File: src/hw/rtl/thbt_pkg.sv
// ----------------------------------------------------------------------------
// thbt_pkg
// Shared types and constants for the tap/hold button controller with a
// delayed tare: payload structs, configuration set and register indexes.
// ----------------------------------------------------------------------------
package thbt_pkg;

    // Widths of fixed fields.
    localparam int WEIGHT_W   = 16;
    localparam int DEBOUNCE_W = 12;
    localparam int HOLD_W     = 14;
    localparam int DELAY_W    = 14;
    localparam int LOCKOUT_W  = 12;
    localparam int TOL_W      = 10;
    localparam int MIN_W      = 10;
    localparam int CFG_IDX_W  = 3;
    localparam int CFG_DATA_W = 16;

    // Register values after reset.
    localparam logic [DEBOUNCE_W-1:0] RST_DEBOUNCE = 12'd200;
    localparam logic [HOLD_W-1:0]     RST_HOLD     = 14'd1000;
    localparam logic [DELAY_W-1:0]    RST_DELAY    = 14'd1500;
    localparam logic                  RST_GUARD    = 1'b0;
    localparam logic [LOCKOUT_W-1:0]  RST_LOCKOUT  = 12'd500;
    localparam logic [TOL_W-1:0]      RST_TOL      = 10'd50;
    localparam logic [MIN_W-1:0]      RST_MIN      = 10'd50;

    // Configuration register indexes.
    typedef enum logic [CFG_IDX_W-1:0] {
        CFG_DEBOUNCE = 3'd0,
        CFG_HOLD     = 3'd1,
        CFG_DELAY    = 3'd2,
        CFG_GUARD    = 3'd3,
        CFG_LOCKOUT  = 3'd4,
        CFG_TOL      = 3'd5,
        CFG_MIN      = 3'd6
    } t_cfg_idx;

    // One tick of input.
    typedef struct packed {
        logic                       touch_level;
        logic                       sleep_level;
        logic signed [WEIGHT_W-1:0] weight_now;
        logic signed [WEIGHT_W-1:0] saved_cup_weight;
        logic                       timer_running;
    } t_in_item;

    // One result per tick.
    typedef struct packed {
        logic                       show_taring;
        logic                       show_armed;
        logic                       tare_now;
        logic                       arm_now;
        logic signed [WEIGHT_W-1:0] arm_weight;
        logic                       reset_timer;
        logic                       show_tared;
    } t_res_item;

    // Current configuration, handed to the step logic.
    typedef struct packed {
        logic [DEBOUNCE_W-1:0] debounce_ms;
        logic [HOLD_W-1:0]     hold_ms;
        logic [DELAY_W-1:0]    tare_delay_ms;
        logic                  sleep_guard_on;
        logic [LOCKOUT_W-1:0]  sleep_lockout_ms;
        logic [TOL_W-1:0]      rearm_tolerance;
        logic [MIN_W-1:0]      rearm_minimum;
    } t_cfg;

endpackage

File: src/hw/rtl/tap_hold_button_delayed_tare.sv
// ----------------------------------------------------------------------------
// tap_hold_button_delayed_tare
// Touch-button controller: debounces the pad, tells taps from holds and
// runs a delayed tare with optional auto re-arm, one result per tick.
//
//   Channel  Direction  Handshake                 Payload
//   in       input      i_in_valid / o_in_ready   i_in_data  (t_in_item)
//   res      output     o_res_valid / i_res_ready o_res_data (t_res_item)
//   cfg      input      i_cfg_valid / o_cfg_ready i_cfg_index, i_cfg_data
//
// An item passes from input transfer into the input register, then through
// the step logic into the result register.
// One item per cycle is sustained while results are taken; the state update
// in the step logic is the loop that sets this.
// A stalled result holds the result register and, behind it, the input
// register; the input side takes one more item while a result waits.
// Reset is synchronous, active low, and restores the register defaults.
// Configuration writes are always taken.
// ----------------------------------------------------------------------------
module tap_hold_button_delayed_tare #(
    parameter int TIME_BITS = 16
) (
    input  logic                                i_clk,
    input  logic                                i_rst_n,
    input  logic                                i_in_valid,
    output logic                                o_in_ready,
    input  thbt_pkg::t_in_item                  i_in_data,
    output logic                                o_res_valid,
    input  logic                                i_res_ready,
    output thbt_pkg::t_res_item                 o_res_data,
    input  logic                                i_cfg_valid,
    output logic                                o_cfg_ready,
    input  logic [thbt_pkg::CFG_IDX_W-1:0]      i_cfg_index,
    input  logic [thbt_pkg::CFG_DATA_W-1:0]     i_cfg_data
);

    logic                r_in_valid;
    thbt_pkg::t_in_item  r_in_data;
    logic                r_res_valid;
    thbt_pkg::t_res_item r_res_data;
    thbt_pkg::t_cfg      r_cfg;
    thbt_pkg::t_res_item step_res;
    logic                advance;

    // The held item moves on when the result register is free or emptying.
    assign advance     = r_in_valid && (!r_res_valid || i_res_ready);
    assign o_in_ready  = !r_in_valid || advance;
    assign o_res_valid = r_res_valid;
    assign o_res_data  = r_res_data;
    assign o_cfg_ready = 1'b1;

    // Input register.
    always_ff @(posedge i_clk) begin
        if (!i_rst_n) begin
            r_in_valid <= 1'b0;
        end else if (o_in_ready) begin
            r_in_valid <= i_in_valid;
        end
    end

    always_ff @(posedge i_clk) begin
        if (i_in_valid && o_in_ready) begin
            r_in_data <= i_in_data;
        end
    end

    // Result register.
    always_ff @(posedge i_clk) begin
        if (!i_rst_n) begin
            r_res_valid <= 1'b0;
        end else if (advance) begin
            r_res_valid <= 1'b1;
        end else if (i_res_ready) begin
            r_res_valid <= 1'b0;
        end
    end

    always_ff @(posedge i_clk) begin
        if (advance) begin
            r_res_data <= step_res;
        end
    end

    // Configuration registers; an unknown index is dropped.
    always_ff @(posedge i_clk) begin
        if (!i_rst_n) begin
            r_cfg.debounce_ms      <= thbt_pkg::RST_DEBOUNCE;
            r_cfg.hold_ms          <= thbt_pkg::RST_HOLD;
            r_cfg.tare_delay_ms    <= thbt_pkg::RST_DELAY;
            r_cfg.sleep_guard_on   <= thbt_pkg::RST_GUARD;
            r_cfg.sleep_lockout_ms <= thbt_pkg::RST_LOCKOUT;
            r_cfg.rearm_tolerance  <= thbt_pkg::RST_TOL;
            r_cfg.rearm_minimum    <= thbt_pkg::RST_MIN;
        end else if (i_cfg_valid) begin
            unique case (thbt_pkg::t_cfg_idx'(i_cfg_index))
                thbt_pkg::CFG_DEBOUNCE: begin
                    r_cfg.debounce_ms <= i_cfg_data[thbt_pkg::DEBOUNCE_W-1:0];
                end
                thbt_pkg::CFG_HOLD: begin
                    r_cfg.hold_ms <= i_cfg_data[thbt_pkg::HOLD_W-1:0];
                end
                thbt_pkg::CFG_DELAY: begin
                    r_cfg.tare_delay_ms <= i_cfg_data[thbt_pkg::DELAY_W-1:0];
                end
                thbt_pkg::CFG_GUARD: begin
                    r_cfg.sleep_guard_on <= i_cfg_data[0];
                end
                thbt_pkg::CFG_LOCKOUT: begin
                    r_cfg.sleep_lockout_ms <= i_cfg_data[thbt_pkg::LOCKOUT_W-1:0];
                end
                thbt_pkg::CFG_TOL: begin
                    r_cfg.rearm_tolerance <= i_cfg_data[thbt_pkg::TOL_W-1:0];
                end
                thbt_pkg::CFG_MIN: begin
                    r_cfg.rearm_minimum <= i_cfg_data[thbt_pkg::MIN_W-1:0];
                end
                default: begin
                end
            endcase
        end
    end

    // Step logic and per-tick state.
    thbt_core #(
        .TIME_BITS (TIME_BITS)
    ) u_core (
        .i_clk   (i_clk),
        .i_rst_n (i_rst_n),
        .i_step  (advance),
        .i_item  (r_in_data),
        .i_cfg   (r_cfg),
        .o_res   (step_res)
    );

endmodule

File: src/hw/rtl/thbt_core.sv
// ----------------------------------------------------------------------------
// thbt_core
// Per-tick state and step logic: debounce, tap/hold detection, sleep-pad
// lockout and the delayed tare. State moves on when i_step is high.
// ----------------------------------------------------------------------------
module thbt_core #(
    parameter int TIME_BITS = 16
) (
    input  logic                i_clk,
    input  logic                i_rst_n,
    input  logic                i_step,
    input  thbt_pkg::t_in_item  i_item,
    input  thbt_pkg::t_cfg      i_cfg,
    output thbt_pkg::t_res_item o_res
);

    localparam int CMP_W = (TIME_BITS > thbt_pkg::HOLD_W) ? TIME_BITS : thbt_pkg::HOLD_W;
    localparam logic [TIME_BITS-1:0] TIME_TOP = {TIME_BITS{1'b1}};
    localparam int W = thbt_pkg::WEIGHT_W;

    logic                        r_level, n_level;
    logic                        r_hold_seen, n_hold_seen;
    logic                        r_pending, n_pending;
    logic                        r_is_hold, n_is_hold;
    logic [TIME_BITS-1:0]        r_since_change, n_since_change;
    logic [TIME_BITS-1:0]        r_since_press, n_since_press;
    logic [TIME_BITS-1:0]        r_since_sleep, n_since_sleep;
    logic [thbt_pkg::DELAY_W-1:0] r_delay_left, n_delay_left;
    logic signed [W-1:0]         r_captured, n_captured;

    logic                        ignored;
    logic signed [W:0]           diff;
    logic [W:0]                  mag;
    logic                        rearm_ok;

    // Re-arm match for a tap tare, on the weight held by the end of the tick.
    always_comb begin
        diff     = $signed({n_captured[W-1], n_captured})
                 - $signed({i_item.saved_cup_weight[W-1], i_item.saved_cup_weight});
        mag      = diff[W] ? (W+1)'(-diff) : (W+1)'(diff);
        rearm_ok = ($signed({i_item.saved_cup_weight[W-1], i_item.saved_cup_weight})
                    > $signed({{(W+1-thbt_pkg::MIN_W){1'b0}}, i_cfg.rearm_minimum}))
                && (mag <= {{(W+1-thbt_pkg::TOL_W){1'b0}}, i_cfg.rearm_tolerance});
    end

    // Step logic for one tick.
    always_comb begin
        // Time passes on every tick, ignored or not.
        n_since_change = (r_since_change == TIME_TOP) ? r_since_change
                                                      : r_since_change + 1'b1;
        n_since_press  = (r_since_press == TIME_TOP) ? r_since_press
                                                     : r_since_press + 1'b1;
        n_since_sleep  = (r_since_sleep == TIME_TOP) ? r_since_sleep
                                                     : r_since_sleep + 1'b1;
        n_delay_left   = (r_delay_left == '0) ? r_delay_left : r_delay_left - 1'b1;
        n_level        = r_level;
        n_hold_seen    = r_hold_seen;
        n_pending      = r_pending;
        n_is_hold      = r_is_hold;
        n_captured     = r_captured;
        o_res          = '0;
        ignored        = 1'b0;

        // Sleep pad suppression and lockout after release.
        if (i_cfg.sleep_guard_on) begin
            if (i_item.sleep_level) begin
                n_since_sleep = '0;
                ignored       = 1'b1;
            end else if (n_since_sleep < TIME_BITS'(i_cfg.sleep_lockout_ms)) begin
                ignored = 1'b1;
            end
        end

        if (!ignored) begin
            // Debounced edge: a press restarts the hold timer, a release
            // without a hold is a tap.
            if ((i_item.touch_level != r_level)
                && (n_since_change > TIME_BITS'(i_cfg.debounce_ms))) begin
                if (i_item.touch_level) begin
                    n_since_press = '0;
                    n_hold_seen   = 1'b0;
                end else begin
                    if (!r_hold_seen) begin
                        n_captured        = i_item.weight_now;
                        n_is_hold         = 1'b0;
                        n_pending         = 1'b1;
                        n_delay_left      = i_cfg.tare_delay_ms;
                        o_res.show_taring = 1'b1;
                    end
                    n_hold_seen = 1'b0;
                end
                n_level        = i_item.touch_level;
                n_since_change = '0;
            end

            // Hold detection on the raw level.
            if (i_item.touch_level && !n_hold_seen
                && (CMP_W'(n_since_press) >= CMP_W'(i_cfg.hold_ms))) begin
                n_hold_seen      = 1'b1;
                n_captured       = i_item.weight_now;
                n_is_hold        = 1'b1;
                n_pending        = 1'b1;
                n_delay_left     = i_cfg.tare_delay_ms;
                o_res.show_armed = 1'b1;
            end

            // Delayed tare once the countdown has run out.
            if (n_pending && (n_delay_left == '0)) begin
                n_pending      = 1'b0;
                o_res.tare_now = 1'b1;
                if (n_is_hold) begin
                    o_res.arm_now    = 1'b1;
                    o_res.arm_weight = n_captured;
                end else begin
                    o_res.reset_timer = !i_item.timer_running;
                    if (rearm_ok) begin
                        o_res.arm_now    = 1'b1;
                        o_res.arm_weight = i_item.saved_cup_weight;
                    end else begin
                        o_res.show_tared = 1'b1;
                    end
                end
                n_is_hold = 1'b0;
            end
        end
    end

    // State registers.
    always_ff @(posedge i_clk) begin
        if (!i_rst_n) begin
            r_level        <= 1'b0;
            r_hold_seen    <= 1'b0;
            r_pending      <= 1'b0;
            r_is_hold      <= 1'b0;
            r_since_change <= '0;
            r_since_press  <= '0;
            r_since_sleep  <= '0;
            r_delay_left   <= '0;
            r_captured     <= '0;
        end else if (i_step) begin
            r_level        <= n_level;
            r_hold_seen    <= n_hold_seen;
            r_pending      <= n_pending;
            r_is_hold      <= n_is_hold;
            r_since_change <= n_since_change;
            r_since_press  <= n_since_press;
            r_since_sleep  <= n_since_sleep;
            r_delay_left   <= n_delay_left;
            r_captured     <= n_captured;
        end
    end

endmodule

File: config.mk
export PLATFORM = sky130hd
export DESIGN_NAME = tap_hold_button_delayed_tare
export DESIGN_NICKNAME = d
export VERILOG_FILES = /design/src/hw/rtl/thbt_pkg.sv /design/src/hw/rtl/tap_hold_button_delayed_tare.sv /design/src/hw/rtl/thbt_core.sv
export SDC_FILE = /design/constraint.sdc
export NUM_CORES = 1
export LEC_CHECK = 0
export ABC_CLOCK_PERIOD_IN_PS = 10500
export BUFFER_PORTS_ARGS = -buffer_cell sky130_fd_sc_hd__buf_4
export CORE_MARGIN = 4
export CORE_UTILIZATION = 38
export CTS_CLUSTER_DIAMETER = 30
export DETAILED_ROUTE_END_ITERATION = 12
export GPL_ROUTABILITY_DRIVEN = 0
export MAX_ROUTING_LAYER = met4
export PLACE_DENSITY = 0.54
export SLEW_MARGIN = 20
export SYNTH_ARGS = -nofsm -noshare
export SYNTH_HDL_FRONTEND = slang
export SYNTH_SLANG_ARGS = --single-unit
File: constraint.sdc
create_clock -name i_clk -period 10.5 [get_ports i_clk]
set_input_delay 3.15 -clock i_clk [delete_from_list [all_inputs] [get_ports i_clk]]
set_output_delay 3.15 -clock i_clk [all_outputs]
set_load 0.01 [all_outputs]
; ---- Word level (Yosys, flattened, before mapping)
; Cells that the tools add are included.
[totals]
ff_bits = 214
in_bits = 59
out_inout_bits = 25
word_cells = 134
[classes]
add_sub_neg = 6
n_lt_le_gt_ge = 5
n_eq_ne = 10
n_mux = 51
bitwise_logic = 3
n_reduce_logical = 29
[op_table]
columns = op, n
row1 = two-way mux 16 bit, 16
row2 = two-way mux 14 bit, 7
row3 = two-way mux 17 bit, 3
row4 = adder 16 x 1 -> 16 bit (second input constant), 3
row5 = equality test 16 bit (second input constant), 3
row6 = zero test 14 bit, 2
row7 = two-way mux 1 bit, 23
row8 = two-way mux 20 bit, 1
row9 = less-or-equal comparator 17 x 10 -> 1 bit, 1
row10 = negation 17 bit, 1
row11 = subtractor 16 x 16 -> 17 bit, 1
row12 = >= comparator 16 x 14 -> 1 bit, 1
row13 = > comparator 16 x 11 -> 1 bit, 1
row14 = > comparator 16 x 12 -> 1 bit, 1
row15 = < comparator 16 x 12 -> 1 bit, 1
row16 = AND reduction 2 bit, 8
row17 = subtractor 14 x 1 -> 14 bit (second input constant), 1
row18 = equality test 3 bit (second input constant), 3
row19 = logical AND 1 bit, 7
row20 = equality test 3 x 2 -> 1 bit (second input constant), 2
row21 = OR reduction 3 bit, 2
row22 = zero test 1 bit, 4
row23 = equality test 3 x 1 -> 1 bit (second input constant), 1
row24 = zero test 3 bit, 1
row25 = 7 further kinds, 10

; ---- Longest topological paths before layout
; Gate-level depths: netlist (run 1).
[logic_depth]
depth_word = 20
mapped_depth = 53
mapped_depth_nobuf = 45

; ---- Hierarchy
; A second synthesis (run 1) with hierarchy kept.
[hier_totals]
hier_cells = 1474
area_unflattened_um2 = 13200.2
[by_module_without_submodules]
columns = module, n_inst, cells_per_inst, area_per_inst_um2, seq_area_each_um2
row1 = thbt_core, 1, 1135, 8540.7, 1641.6
row2 = tap_hold_button_delayed_tare, 1, 339, 4659.5, 3213.1

; ---- Least setup slack after synthesis (run 1)
; OpenSTA, ideal clock, no wires.
[synth_path]
path_kind = reg2reg
from = reg u_core.r_since_change[0]
to = reg r_res_data, in the netlist o_res_data[0], data pin
setup_time_ps = 254
arrival_ps = 9603
required_time_ps = 10246
slack_ps = 643
path_stages_with_launch = 53
n_path_buf = 7
period_less_slack_ps = 9857
cell_sequence = dfxtp_1 > ha_1 > nand2_1 > nor4_1 > nand3_1 > nand2b_1 > or3_1 > clkbuf_1 > nor2_1 > xor2_1 > ha_1 > nand4_1 > or3_1 > and2_1 > o31ai_1 > nand2_2 > clkbuf_1 > nor2_1 > [17 not listed] > o211ai_1 > nand2b_1 > o2111ai_1 > a31oi_1 > nor2_1 > xnor2_1 > ha_1 > a21oi_1 > nand2_1 > a211o_1 > a221o_1 > a211oi_1 > nand3_1 > a21oi_1 > a31oi_1 > a2111oi_4 > buf_4 > nor2b_1
[synth_via]
elab_chain_cells = 17
word_cells_on_any_way = 35
classes_between = add/sub (3) / order compare (3) / eq/ne (1) / mux (19) / bitwise (1) / reduce/logical (8)
[synth_lines]
columns = item, line_no
row1 = from (decl), thbt_core.sv:25  ; logic [TIME_BITS-1:0] r_since_change, n_since_change;
row2 = from (signal assigned), thbt_core.sv:145  ; r_since_change <= n_since_change;
row3 = adder 16 x 1 -> 16 bit / equality test 16 bit (equally long branches), "thbt_core.sv:50, thbt_core.sv:49"
row4 = two-way mux 16 bit (*), thbt_core.sv:49  ; n_since_change = (r_since_change == TIME_TOP) ? r_since_change
row5 = > comparator 16 x 12 -> 1 bit (*), thbt_core.sv:78  ; && (n_since_change > TIME_BITS'(i_cfg.debounce_ms))) begin
row6 = logical AND 1 bit (*), thbt_core.sv:78
row7 = branches (longest 5 deep; another with >= comparator 16 x 14 -> 1 bit), -
row8 = two-way mux 16 bit (*), thbt_core.sv:97  ; if (i_item.touch_level && !n_hold_seen
row9 = two-way mux 16 bit (*), thbt_core.sv:74  ; if (!ignored) begin
row10 = named net u_core.n_captured[7], thbt_core.sv:29  ; logic signed [W-1:0] r_captured, n_captured;
row11 = subtractor 16 x 16 -> 17 bit (*), thbt_core.sv:39  ; - $signed({i_item.saved_cup_weight[W-1], i_item.saved_cup_weight});
row12 = negation 17 bit, thbt_core.sv:40  ; mag = diff[W] ? (W+1)'(-diff) : (W+1)'(diff);
row13 = two-way mux 17 bit (*), thbt_core.sv:40
row14 = less-or-equal comparator 17 x 10 -> 1 bit (*), thbt_core.sv:43  ; && (mag <= {{(W+1-thbt_pkg::TOL_W){1'b0}}, i_cfg.rearm_tolerance});
row15 = logical AND 1 bit (*), thbt_core.sv:43
row16 = two-way mux 1 bit (*), thbt_core.sv:116  ; if (rearm_ok) begin
row17 = to (signal assigned), tap_hold_button_delayed_tare.sv:80  ; r_res_data <= step_res;
row18 = to (decl), tap_hold_button_delayed_tare.sv:40  ; thbt_pkg::t_res_item r_res_data;
; Mark *: on every way through the listed nets, which the timed path passes. The select of a mux whose other input is x is not followed.
; A chain may end at the register's enable or synchronous reset.

; ---- Final worst setup path (run 1)
[layout_path]
from = reg u_core.r_since_change[9]
to = reg r_res_data, in the netlist o_res_data[4], data pin
[layout_via]
elab_chain_cells = 18
word_cells_on_any_way = 36
classes_between = add/sub (3) / order compare (3) / eq/ne (1) / mux (20) / bitwise (1) / reduce/logical (8)
[layout_lines]
columns = item, line_no
row1 = adder 16 x 1 -> 16 bit / equality test 16 bit (equally long branches), "thbt_core.sv:50, thbt_core.sv:49"
row2 = two-way mux 16 bit (*), thbt_core.sv:49
row3 = > comparator 16 x 12 -> 1 bit (*), thbt_core.sv:78
row4 = logical AND 1 bit (*), thbt_core.sv:78
row5 = branches (longest 14 deep; another with subtractor 16 x 16 -> 17 bit), -
; Every way passes the cells marked *. The select of a mux whose other input is x is not followed.

==> impl_metrics.yaml, run 1 <==
floorplanning:
  chipHeight_um: 192
  dieArea_um2: 36800
  pin_count: 84
  fp.dieW_um: 192
  core_area_um2: 33400
  row_count: 67
  initial_core_util_pct: 38.4
timing:
  maxSlewHeadroom_pct: 31.6
  fmax_mhz: 101
  period_minus_slack_ns: 9.85
  worstMarginPinSlew_ns: 1.02
  timing.hold.ws_ns: 0.452
  slew_viol_final: 0
  setup_ws_ns: 0.648
  hold_violations: 0
  finalCritPeriodShare_pct: 93.8
  finalSetupViolations: 0
  fin_skew_ns: 0.0326
global_routing:
  grt_overflow: 0
  grt_max_degree: 65
  grt_pass1_wl_um: 58900
  first_global_vias: 11200
  antenna_found_initial: 1
  grtUsageTotal_pct: 20.5
placed_design:
  dp_hpwl_um: 26000
  place_ws_ns: 0.424
  numPortBuffers: 80
  place_area_um2: 14200
detailed_routing:
  dr.pass1.iters: 5
  ant_nets: 0
  drc_errors: 0
  wl_per_cell_um: 17.1
  wirelength_um: 37100
  vias_per_cell: 5.32
  vias: 11500
  drt_iter0_drc: 607
clocking:
  cts.sinks: 214
  root_buffer: "clkbuf_16"
  path_clk_slew_ns: 0.05
  cts_max_level: 2
  clock_latency_ns: 0.60
  cts_tree: "yes"
  numCtsBuffers: 57
  clock_path_buffers: 3
  ctsHoldBuffers: 0
logic_synthesis:
  avgSynthCellArea_um2: 8.30
  synth_edf_count: 57
  synthCells: 1549
  synth_area_um2: 12900
  seq_area_frac_synth_pct: 37.8
  ys_warn_count: 0
  ys.flop_type: "dfxtp_1"
  syn_nets: 1687
  yosysUniqueCellTypes: 79
  synth-seq-cells: 214
  async_flop_share_pct: 0
worst_setup_path:
  required_ns: 10.93
  slowest_delay_ns: 0.43
  critPathMaxFanout: 9
  critPathSlowestCell: "dfxtp_1"
  worstSetupPathType: "reg2reg"
  arrival_ns: 10.28
  worst_path_most_repeated_cell: "buf_4"
  critPathBufInv: 6
  startpoint_type: "flop"
  endpoint_kind: "flop"
  path_delay_family: "compound AO/OA/AOI/OAI gates"
power_and_ir_drop:
  leakage_uw: 0.00647
  vdd_ir_drop_max_mv: 0.125
  cellPowerDensity_nw_per_um2: 205
layout:
  post-route-util_pct: 48.9
  fillers: 3178
  area_growth_pct: 27.3
  design_area_um2: 16400
  num-nets-final: 1808
  drive_above_1_share_pct: 18.3
  final_cell_mix: "245 x nand2_1, 152 x dfxtp_1, 137 x buf_4"
  layout_commonest_cell: "nand2_1"
job:
  max-cap-violations: 0
outcome:
  status: "finished clean"
hold_path:
  min_path_type: "reg2reg"
[where the power goes]
part	switching, uW	total (uW)	internal, uW
Sequential	44.6	934	889
Combinational	357	591	234
Clock	565	1830	1260
[layout make-up]
class                           instances  area (um^2)  share of cell area (%)
Multi-Input combinational cell       1171         7460                    45.6
Sequential cell                       214         4860                    29.7
Clock buffer                           69         1530                    9.36
Timing Repair Buffer                  140         1090                    6.68
Tap cell                              448          561                    3.43
Clock inverter                         39          533                    3.26
Inverter                               86          324                    1.98
Antenna cell                            1         2.50                  0.0153
[synthesized netlist by cell type, types with 6 or more instances]
master | instances | area share, %
nand2_1 | 246 | 7.2
dfxtp_1 | 157 | 24
nor2_1 | 135 | 3.9
a21oi_1 | 124 | 4.8
inv_1 | 85 | 2.5
ha_1 | 78 | 7.6
clkbuf_1 | 59 | 1.7
edfxtp_1 | 57 | 13
nand3_1 | 52 | 2.0
o21ai_0 | 52 | 2.0
xnor2_1 | 42 | 2.9
nor3_1 | 36 | 1.4
nor2b_1 | 35 | 1.7
mux2i_1 | 30 | 2.3
o211ai_1 | 30 | 1.8
nand4_1 | 27 | 1.3
nor4_1 | 23 | 1.1
mux2_2 | 22 | 1.9
a22oi_1 | 20 | 1.2
xor2_1 | 16 | 1.1
a32o_1 | 15 | 1.2
a31oi_1 | 13 | 0.63
buf_2 | 13 | 0.51
nand2b_1 | 12 | 0.58
nand3b_1 | 12 | 0.70
o21a_1 | 12 | 0.70
a211oi_1 | 11 | 0.64
a21o_1 | 11 | 0.64
and2_1 | 10 | 0.49
and3_1 | 9 | 0.44
o31ai_1 | 7 | 0.41
or3_1 | 7 | 0.34
a21boi_0 | 6 | 0.35
[cell families after synthesis]
group | after synthesis | synth area share [%]
xor+xnor | 58 | 3.95
compound gates | 344 | 17.5
mux | 53 | 4.38
other cells | 1 | 0.0292
fa+ha+maj | 79 | 7.75
flops | 214 | 37.8
simple gates | 636 | 23.5
buf+inv | 164 | 5.09
[flip-flops by register name, summed over array words and instances, names as in the netlist, 14 cells and up]
signal,flops
o_res_data,22
r_cfg,73
u_core.r_since_sleep,16
u_core.r_since_change,16
u_core.r_since_press,16
u_core.r_captured,16
u_core.r_delay_left,14
r_in_data,35
[tightest hold or removal path, stage by stage, from the launching register on]
cell,delay [ns]
dfxtp_1,0.30
nand2_1,0.05
a21oi_1,0.05
[layer usage]
layer	part of all wire [%]	vias to the layer above	global-route usage (%)
li1	-	5788	-
met1	46	5429	25.9
met2	47	259	33.2
met3	5.8	52	4.56
met4	1.8	0	5.50
met5	0	-	-
[worst paths after layout]
kind,startpoint,end,cells past startpoint,slack (ns)
min reg2reg,r_cfg[8]$_SDFFE_PN0P_,r_cfg[8]$_SDFFE_PN0P_,2,0.45
max,u_core.r_since_change[9]$_SDFFE_PN0P_,o_res_data[4]$_SDFFCE_PP0P_,48,0.65
max reg2reg,u_core.r_since_change[9]$_SDFFE_PN0P_,o_res_data[4]$_SDFFCE_PP0P_,48,0.65
min,r_cfg[8]$_SDFFE_PN0P_,r_cfg[8]$_SDFFE_PN0P_,2,0.45
[per-stage QoR]
| stage | TNS (ns) | std cells | power (uW) |
|---|---|---|---|
| final | 0 | 2168 | 3350 |
| after global routing | -0.000436 | 2168 | 3520 |
| after CTS | 0 | 2163 | 3380 |
| after detailed placement | 0 | 2055 | 1530 |
| after global placement | 0 | 2055 | 1520 |
| after floorplan | 0 | 1549 | 1370 |
[what timing repair did]
item / 4_1_cts / 5_1_grt
buffers inserted: 0 / 3
setup endpoints to repair: 0 / 17
endpoints found under the hold margin: 0 / 0
resized for setup: 0 / 23
No activity file was read; power rests on OpenSTA's default activity.
==> run 2: changes to the inputs <==
--- a/config.mk
+++ b/config.mk
@@ -7,13 +7,15 @@
 export LEC_CHECK = 0
 export ABC_CLOCK_PERIOD_IN_PS = 10500
 export BUFFER_PORTS_ARGS = -buffer_cell sky130_fd_sc_hd__buf_4
+export CELL_PAD_IN_SITES_DETAIL_PLACEMENT = 1
+export CELL_PAD_IN_SITES_GLOBAL_PLACEMENT = 2
 export CORE_MARGIN = 4
-export CORE_UTILIZATION = 38
+export CORE_UTILIZATION = 34
 export CTS_CLUSTER_DIAMETER = 30
 export DETAILED_ROUTE_END_ITERATION = 12
 export GPL_ROUTABILITY_DRIVEN = 0
 export MAX_ROUTING_LAYER = met4
-export PLACE_DENSITY = 0.54
+export PLACE_DENSITY = 0.75
 export SLEW_MARGIN = 20
 export SYNTH_ARGS = -nofsm -noshare
 export SYNTH_HDL_FRONTEND = slang
==> run 2 against run 1 <==
Register-to-register slack better by 0.05 ns. First-iteration DRC count down 20%. Cell count up 2.7%. Sequential share of layout area down 0.36 points. Critical path depth unchanged. Critical path type unchanged. Critical endpoint unchanged.
==> impl_metrics.yaml, run 2 (synthesis gave the netlist of run 1 again) <==
detailed_routing:
  ant_nets: 0
  drc_errors: 0
  vias: 11800
  vias_per_cell: 5.31
  drt_iter0_drc: 483
  dr.pass1.iters: 4
  wl_per_cell_um: 19.3
  wirelength_um: 42900
hold_path:
  holdPathEnd: "r_cfg[13]$_SDFFE_PN0P_"
  hold_start: "r_cfg[13]$_SDFFE_PN0P_"
  min_path_type: "reg2reg"
  hold_depth: 2
timing:
  maxSlewHeadroom_pct: 29.4
  finalCritPeriodShare_pct: 93.4
  tns_ns: 0
  worstMarginPinSlew_ns: 1.06
  fin_skew_ns: 0.0198
  slew_viol_final: 0
  fmax_mhz: 102
  hold_violations: 0
  timing.hold.ws_ns: 0.453
  finalSetupViolations: 0
  period_minus_slack_ns: 9.81
worst_setup_path:
  startpoint_type: "flop"
  worstSetupPathType: "reg2reg"
  critPathSlowestCell: "or4_1"
  r2r_cells: 48
  path_delay_family: "compound AO/OA/AOI/OAI gates"
  slowest_delay_ns: 0.45
  r2r_end: "o_res_data[4]$_SDFFCE_PP0P_"
  required_ns: 10.94
  timing.rr.start: "u_core.r_since_change[0]$_SDFFE_PN0P_"
  critPathBufInv: 6
  arrival_ns: 10.24
  critPathMaxFanout: 9
  cp.depth: 48
  worst_path_most_repeated_cell: "buf_4"
  r2r_slack_ns: 0.69
  endpoint_kind: "flop"
global_routing:
  grt_max_degree: 61
  antenna_found_initial: 1
  grtUsageTotal_pct: 20.9
  first_global_vias: 12300
  grt_overflow: 0
  grt_pass1_wl_um: 67600
layout:
  regMostFlops: "r_cfg"
  largest_reg_flops: 73
  area_growth_pct: 29.0
  layout.cells.non_filler: 2227
  fillers: 4321
  multi_input_area_um2: 7540
  ff_latch_area_um2: 4860
  num-nets-final: 1809
  final_cell_mix: "245 x nand2_1, 150 x dfxtp_1, 134 x nor2_1, 134 x buf_4, 121 x a21oi_1"
  layout_commonest_cell: "nand2_1"
  drive_above_1_share_pct: 18.5
clocking:
  path_clk_slew_ns: 0.04
  clock_path_buffers: 3
  clock_latency_ns: 0.60
  numCtsBuffers: 60
  cts.sinks: 214
  root_buffer: "clkbuf_16"
  ctsHoldBuffers: 0
  cts_tree: "yes"
  cts_max_level: 2
floorplanning:
  initial_core_util_pct: 34.8
  chipHeight_um: 202
  row_count: 70
  pin_count: 84
  fp.dieW_um: 202
  core_area_um2: 37000
  dieArea_um2: 41000
power_and_ir_drop:
  vdd_ir_drop_max_mv: 0.118
  p_total_uw: 3450
  leakage_uw: 0.00655
  cellPowerDensity_nw_per_um2: 208
job:
  max-cap-violations: 0
outcome:
  status: "finished clean"
placed_design:
  dp_hpwl_um: 29900
  numPortBuffers: 80
  placed_cells: 2108
[run 2: changes by cell type in the layout (fill, tap and decap cells not counted), sizes merged]
cell      previous run  this run
buf                139       136
clkbuf              70        87
clkinv              19        18
clkinvlp             7         0
inv                 90        87
[run 2: how the worst max path moves through the flow]
stage | start | endpoint | slack [ns]
after floorplan | u_core.r_since_change[0]$_SDFFE_PN0P_ | o_res_data[0]$_SDFFCE_PP0P_ | 0.64
after global placement | u_core.r_since_change[0]$_SDFFE_PN0P_ | o_res_data[4]$_SDFFCE_PP0P_ | 0.25
after detailed placement | u_core.r_since_change[0]$_SDFFE_PN0P_ | o_res_data[4]$_SDFFCE_PP0P_ | -0.07
after CTS | u_core.r_since_change[0]$_SDFFE_PN0P_ | o_res_data[4]$_SDFFCE_PP0P_ | 0.02
after global routing | u_core.r_since_change[0]$_SDFFE_PN0P_ | o_res_data[4]$_SDFFCE_PP0P_ | -0.04
final | u_core.r_since_change[0]$_SDFFE_PN0P_ | o_res_data[4]$_SDFFCE_PP0P_ | 0.69
[run 2: per-layer routing]
layer	GRT usage, %	vias up	wire [um]
li1	-	5791	-
met1	26.3	5792	20000
met2	34.6	175	20400
met3	3.91	66	1600
met4	6.04	0	906
met5	-	-	0
[run 2: worst min-delay path: cells and delay by family, from the launching register on]
family / cells / cell delay, ns
flip-flops: 1 / 0.30
AND/OR/NAND/NOR: 1 / 0.05
AO/OA/AOI/OAI: 1 / 0.05
[run 2: repair_timing]
item | in CTS | in global routing
setup endpoints to repair | 16 | 17
resized for setup | 1 | 37
pin swaps | 1 | 8
cloned | 0 | 2
setup buffers | 0 | 3
[run 2: layout make-up]
| type | count | share of cell area [%] |
|---|---|---|
| multi-input cells | 1171 | 45.5 |
| flip-flops and latches | 214 | 29.3 |
| clock buffers | 85 | 10.4 |
| repair buffers | 138 | 6.61 |
| well taps | 504 | 3.80 |
| clock inverters | 28 | 2.37 |
| inverters | 86 | 1.96 |
| diodes | 1 | 0.0151 |
[run 2: metrics by stage]
| step | setup slack (ns) | utilization, % | area, um^2 |
|---|---|---|---|
| 3_3_place_gp | 0.251 | 38.4 | 14200 |
| 5_1_grt | -0.0413 | 44.8 | 16600 |
| 3_5_place_dp | -0.0703 | 38.4 | 14200 |
| 2_1_floorplan | 0.643 | - | 12900 |
| 6_report | 0.694 | 44.8 | 16600 |
| 4_1_cts | 0.0238 | 44.2 | 16300 |
[run 2: report_power, final]
part | switching (uW) | internal, uW
Clock | 547 | 1350
Sequential | 48.7 | 890
Combinational | 382 | 236
Total | 978 | 2470
==> run 3: changes to the inputs <==
--- a/config.mk
+++ b/config.mk
@@ -9,13 +9,13 @@
 export BUFFER_PORTS_ARGS = -buffer_cell sky130_fd_sc_hd__buf_4
 export CELL_PAD_IN_SITES_DETAIL_PLACEMENT = 1
 export CELL_PAD_IN_SITES_GLOBAL_PLACEMENT = 2
-export CORE_MARGIN = 4
 export CORE_UTILIZATION = 34
 export CTS_CLUSTER_DIAMETER = 30
 export DETAILED_ROUTE_END_ITERATION = 12
 export GPL_ROUTABILITY_DRIVEN = 0
 export MAX_ROUTING_LAYER = met4
 export PLACE_DENSITY = 0.75
+export RECOVER_POWER = 100
 export SLEW_MARGIN = 20
 export SYNTH_ARGS = -nofsm -noshare
 export SYNTH_HDL_FRONTEND = slang
==> run 3 against run 2 <==
The run now ends with capacitance limit, slew limit left. Global-route usage rose by 1.4 points. Clock power barely moved. Critical endpoint is now o_res_data[7]$_SDFFCE_PP0P_. Largest cell class unchanged. Total power rose by 0.39%.
==> impl_metrics.yaml, run 3 (synthesis gave the netlist of run 1 again) <==
outcome:
  status: "finished with violations"
  violations: "capacitance limit, slew limit"
hold_path:
  min_path_type: "reg2reg"
  hold_depth: 2
detailed_routing:
  vias_per_cell: 5.31
  drc_errors: 0
  wirelength_um: 41900
  vias: 11800
  drt_iter0_drc: 540
  wl_per_cell_um: 18.8
  ant_nets: 0
  dr.pass1.iters: 5
clocking:
  ctsHoldBuffers: 0
  numCtsBuffers: 67
  path_clk_slew_ns: 0.04
  clock_path_buffers: 3
  root_buffer: "clkbuf_16"
  clock_latency_ns: 0.57
  cts_tree: "yes"
  cts.sinks: 214
  cts_max_level: 3
floorplanning:
  core_area_um2: 36900
  initial_core_util_pct: 34.9
  dieArea_um2: 38600
  fp.dieW_um: 196
  chipHeight_um: 196
  pin_count: 84
  row_count: 70
timing:
  finalSetupViolations: 0
  worstMarginPinSlew_ns: 2.94
  fin_skew_ns: 0.0289
  hold_violations: 0
  fmax_mhz: 101
  slew_viol_final: 280
  timing.hold.ws_ns: 0.451
  finalCritPeriodShare_pct: 94.7
  maxSlewHeadroom_pct: -96.2
  period_minus_slack_ns: 9.95
worst_setup_path:
  arrival_ns: 10.36
  worst_path_most_repeated_cell: "ha_1"
  worstSetupPathType: "reg2reg"
  required_ns: 10.91
  endpoint_kind: "flop"
  startpoint_type: "flop"
  critPathMaxFanout: 17
  critPathSlowestCell: "or4_1"
  r2r_cells: 47
  slowest_delay_ns: 0.45
layout:
  largest_reg_flops: 73
  regMostFlops: "r_cfg"
  final_cell_mix: "245 x nand2_1, 157 x dfxtp_1, 133 x nor2_1"
  num-nets-final: 1805
  layout.cells.non_filler: 2228
  area_growth_pct: 26.6
  drive_above_1_share_pct: 15.1
  design_area_um2: 16300
  layout_commonest_cell: "nand2_1"
placed_design:
  place_area_um2: 14100
  numPortBuffers: 80
  placed_cells: 2098
  dp_hpwl_um: 29800
power_and_ir_drop:
  vdd_ir_drop_max_mv: 0.110
  cellPowerDensity_nw_per_um2: 213
  leakage_uw: 0.00630
job:
  max-cap-violations: 7
global_routing:
  grt_max_degree: 59
  grt_pass1_wl_um: 65900
  first_global_vias: 12100
  grtUsageTotal_pct: 22.4
  grt_overflow: 0
  antenna_found_initial: 3
==> run 3: worst paths after layout <==
| check | from | endpoint | slack (ns) |
|---|---|---|---|
| max | u_core.r_since_change[0]$_SDFFE_PN0P_ | o_res_data[7]$_SDFFCE_PP0P_ | 0.55 |
| min | r_cfg[6]$_SDFFE_PN0P_ | r_cfg[6]$_SDFFE_PN0P_ | 0.45 |
| max reg2reg | u_core.r_since_change[0]$_SDFFE_PN0P_ | o_res_data[7]$_SDFFCE_PP0P_ | 0.55 |
| min reg2reg | r_cfg[6]$_SDFFE_PN0P_ | r_cfg[6]$_SDFFE_PN0P_ | 0.45 |
==> run 3: per-stage QoR <==
step                power (uW)  TNS, ns  utilization (%)  worst slack [ns]
floorplan                 1370        0                -             0.643
global placement          1540        0             38.3             0.299
detailed placement        1560        0             38.3            0.0788
CTS                       3510        0             44.2            0.0213
global route              3630  -0.0648             44.1           -0.0237
finish                    3460        0             44.1             0.554
==> run 3: power breakdown <==
| group | internal (uW) | switching, uW |
|---|---|---|
| registers | 891 | 47.7 |
| clock network | 1340 | 583 |
| logic | 229 | 375 |
==> run 3: cell type report <==
type	count	area, um^2
Antenna cell	4	10.0
Clock buffer	93	1890
Clock inverter	29	289
Fill cell	4330	20600
Inverter	86	324
Multi-Input combinational cell	1171	7450
Sequential cell	214	4850
Tap cell	504	631
Timing Repair Buffer	127	828
==> run 3: per-layer routing <==
layer / track usage, % / part of all wire, % / vias up
met1: 27.3 / 46 / 5734
met4: 7.58 / 2.6 / 0
met2: 36.3 / 47 / 211
li1: - / - / 5800
met5: - / 0 / -
met3: 5.01 / 4.7 / 79
==> run 3: worst max-delay path, delay by kind of cell (launching register included) <==
family	cells	cell delay, ns
buffers and inverters	5	0.93
AO/OA/AOI/OAI	16	3.21
AND/OR/NAND/NOR	18	3.20
multiplexers	1	0.21
flip-flops	1	0.39
XOR/XNOR	2	0.29
adder cells (fa/ha/maj)	5	1.53
==> run 3: what timing repair did <==
action,CTS,global route
gates resized for setup,0,24
endpoints found under the hold margin,0,0
endpoints found under the setup margin,0,17
setup buffers,0,4
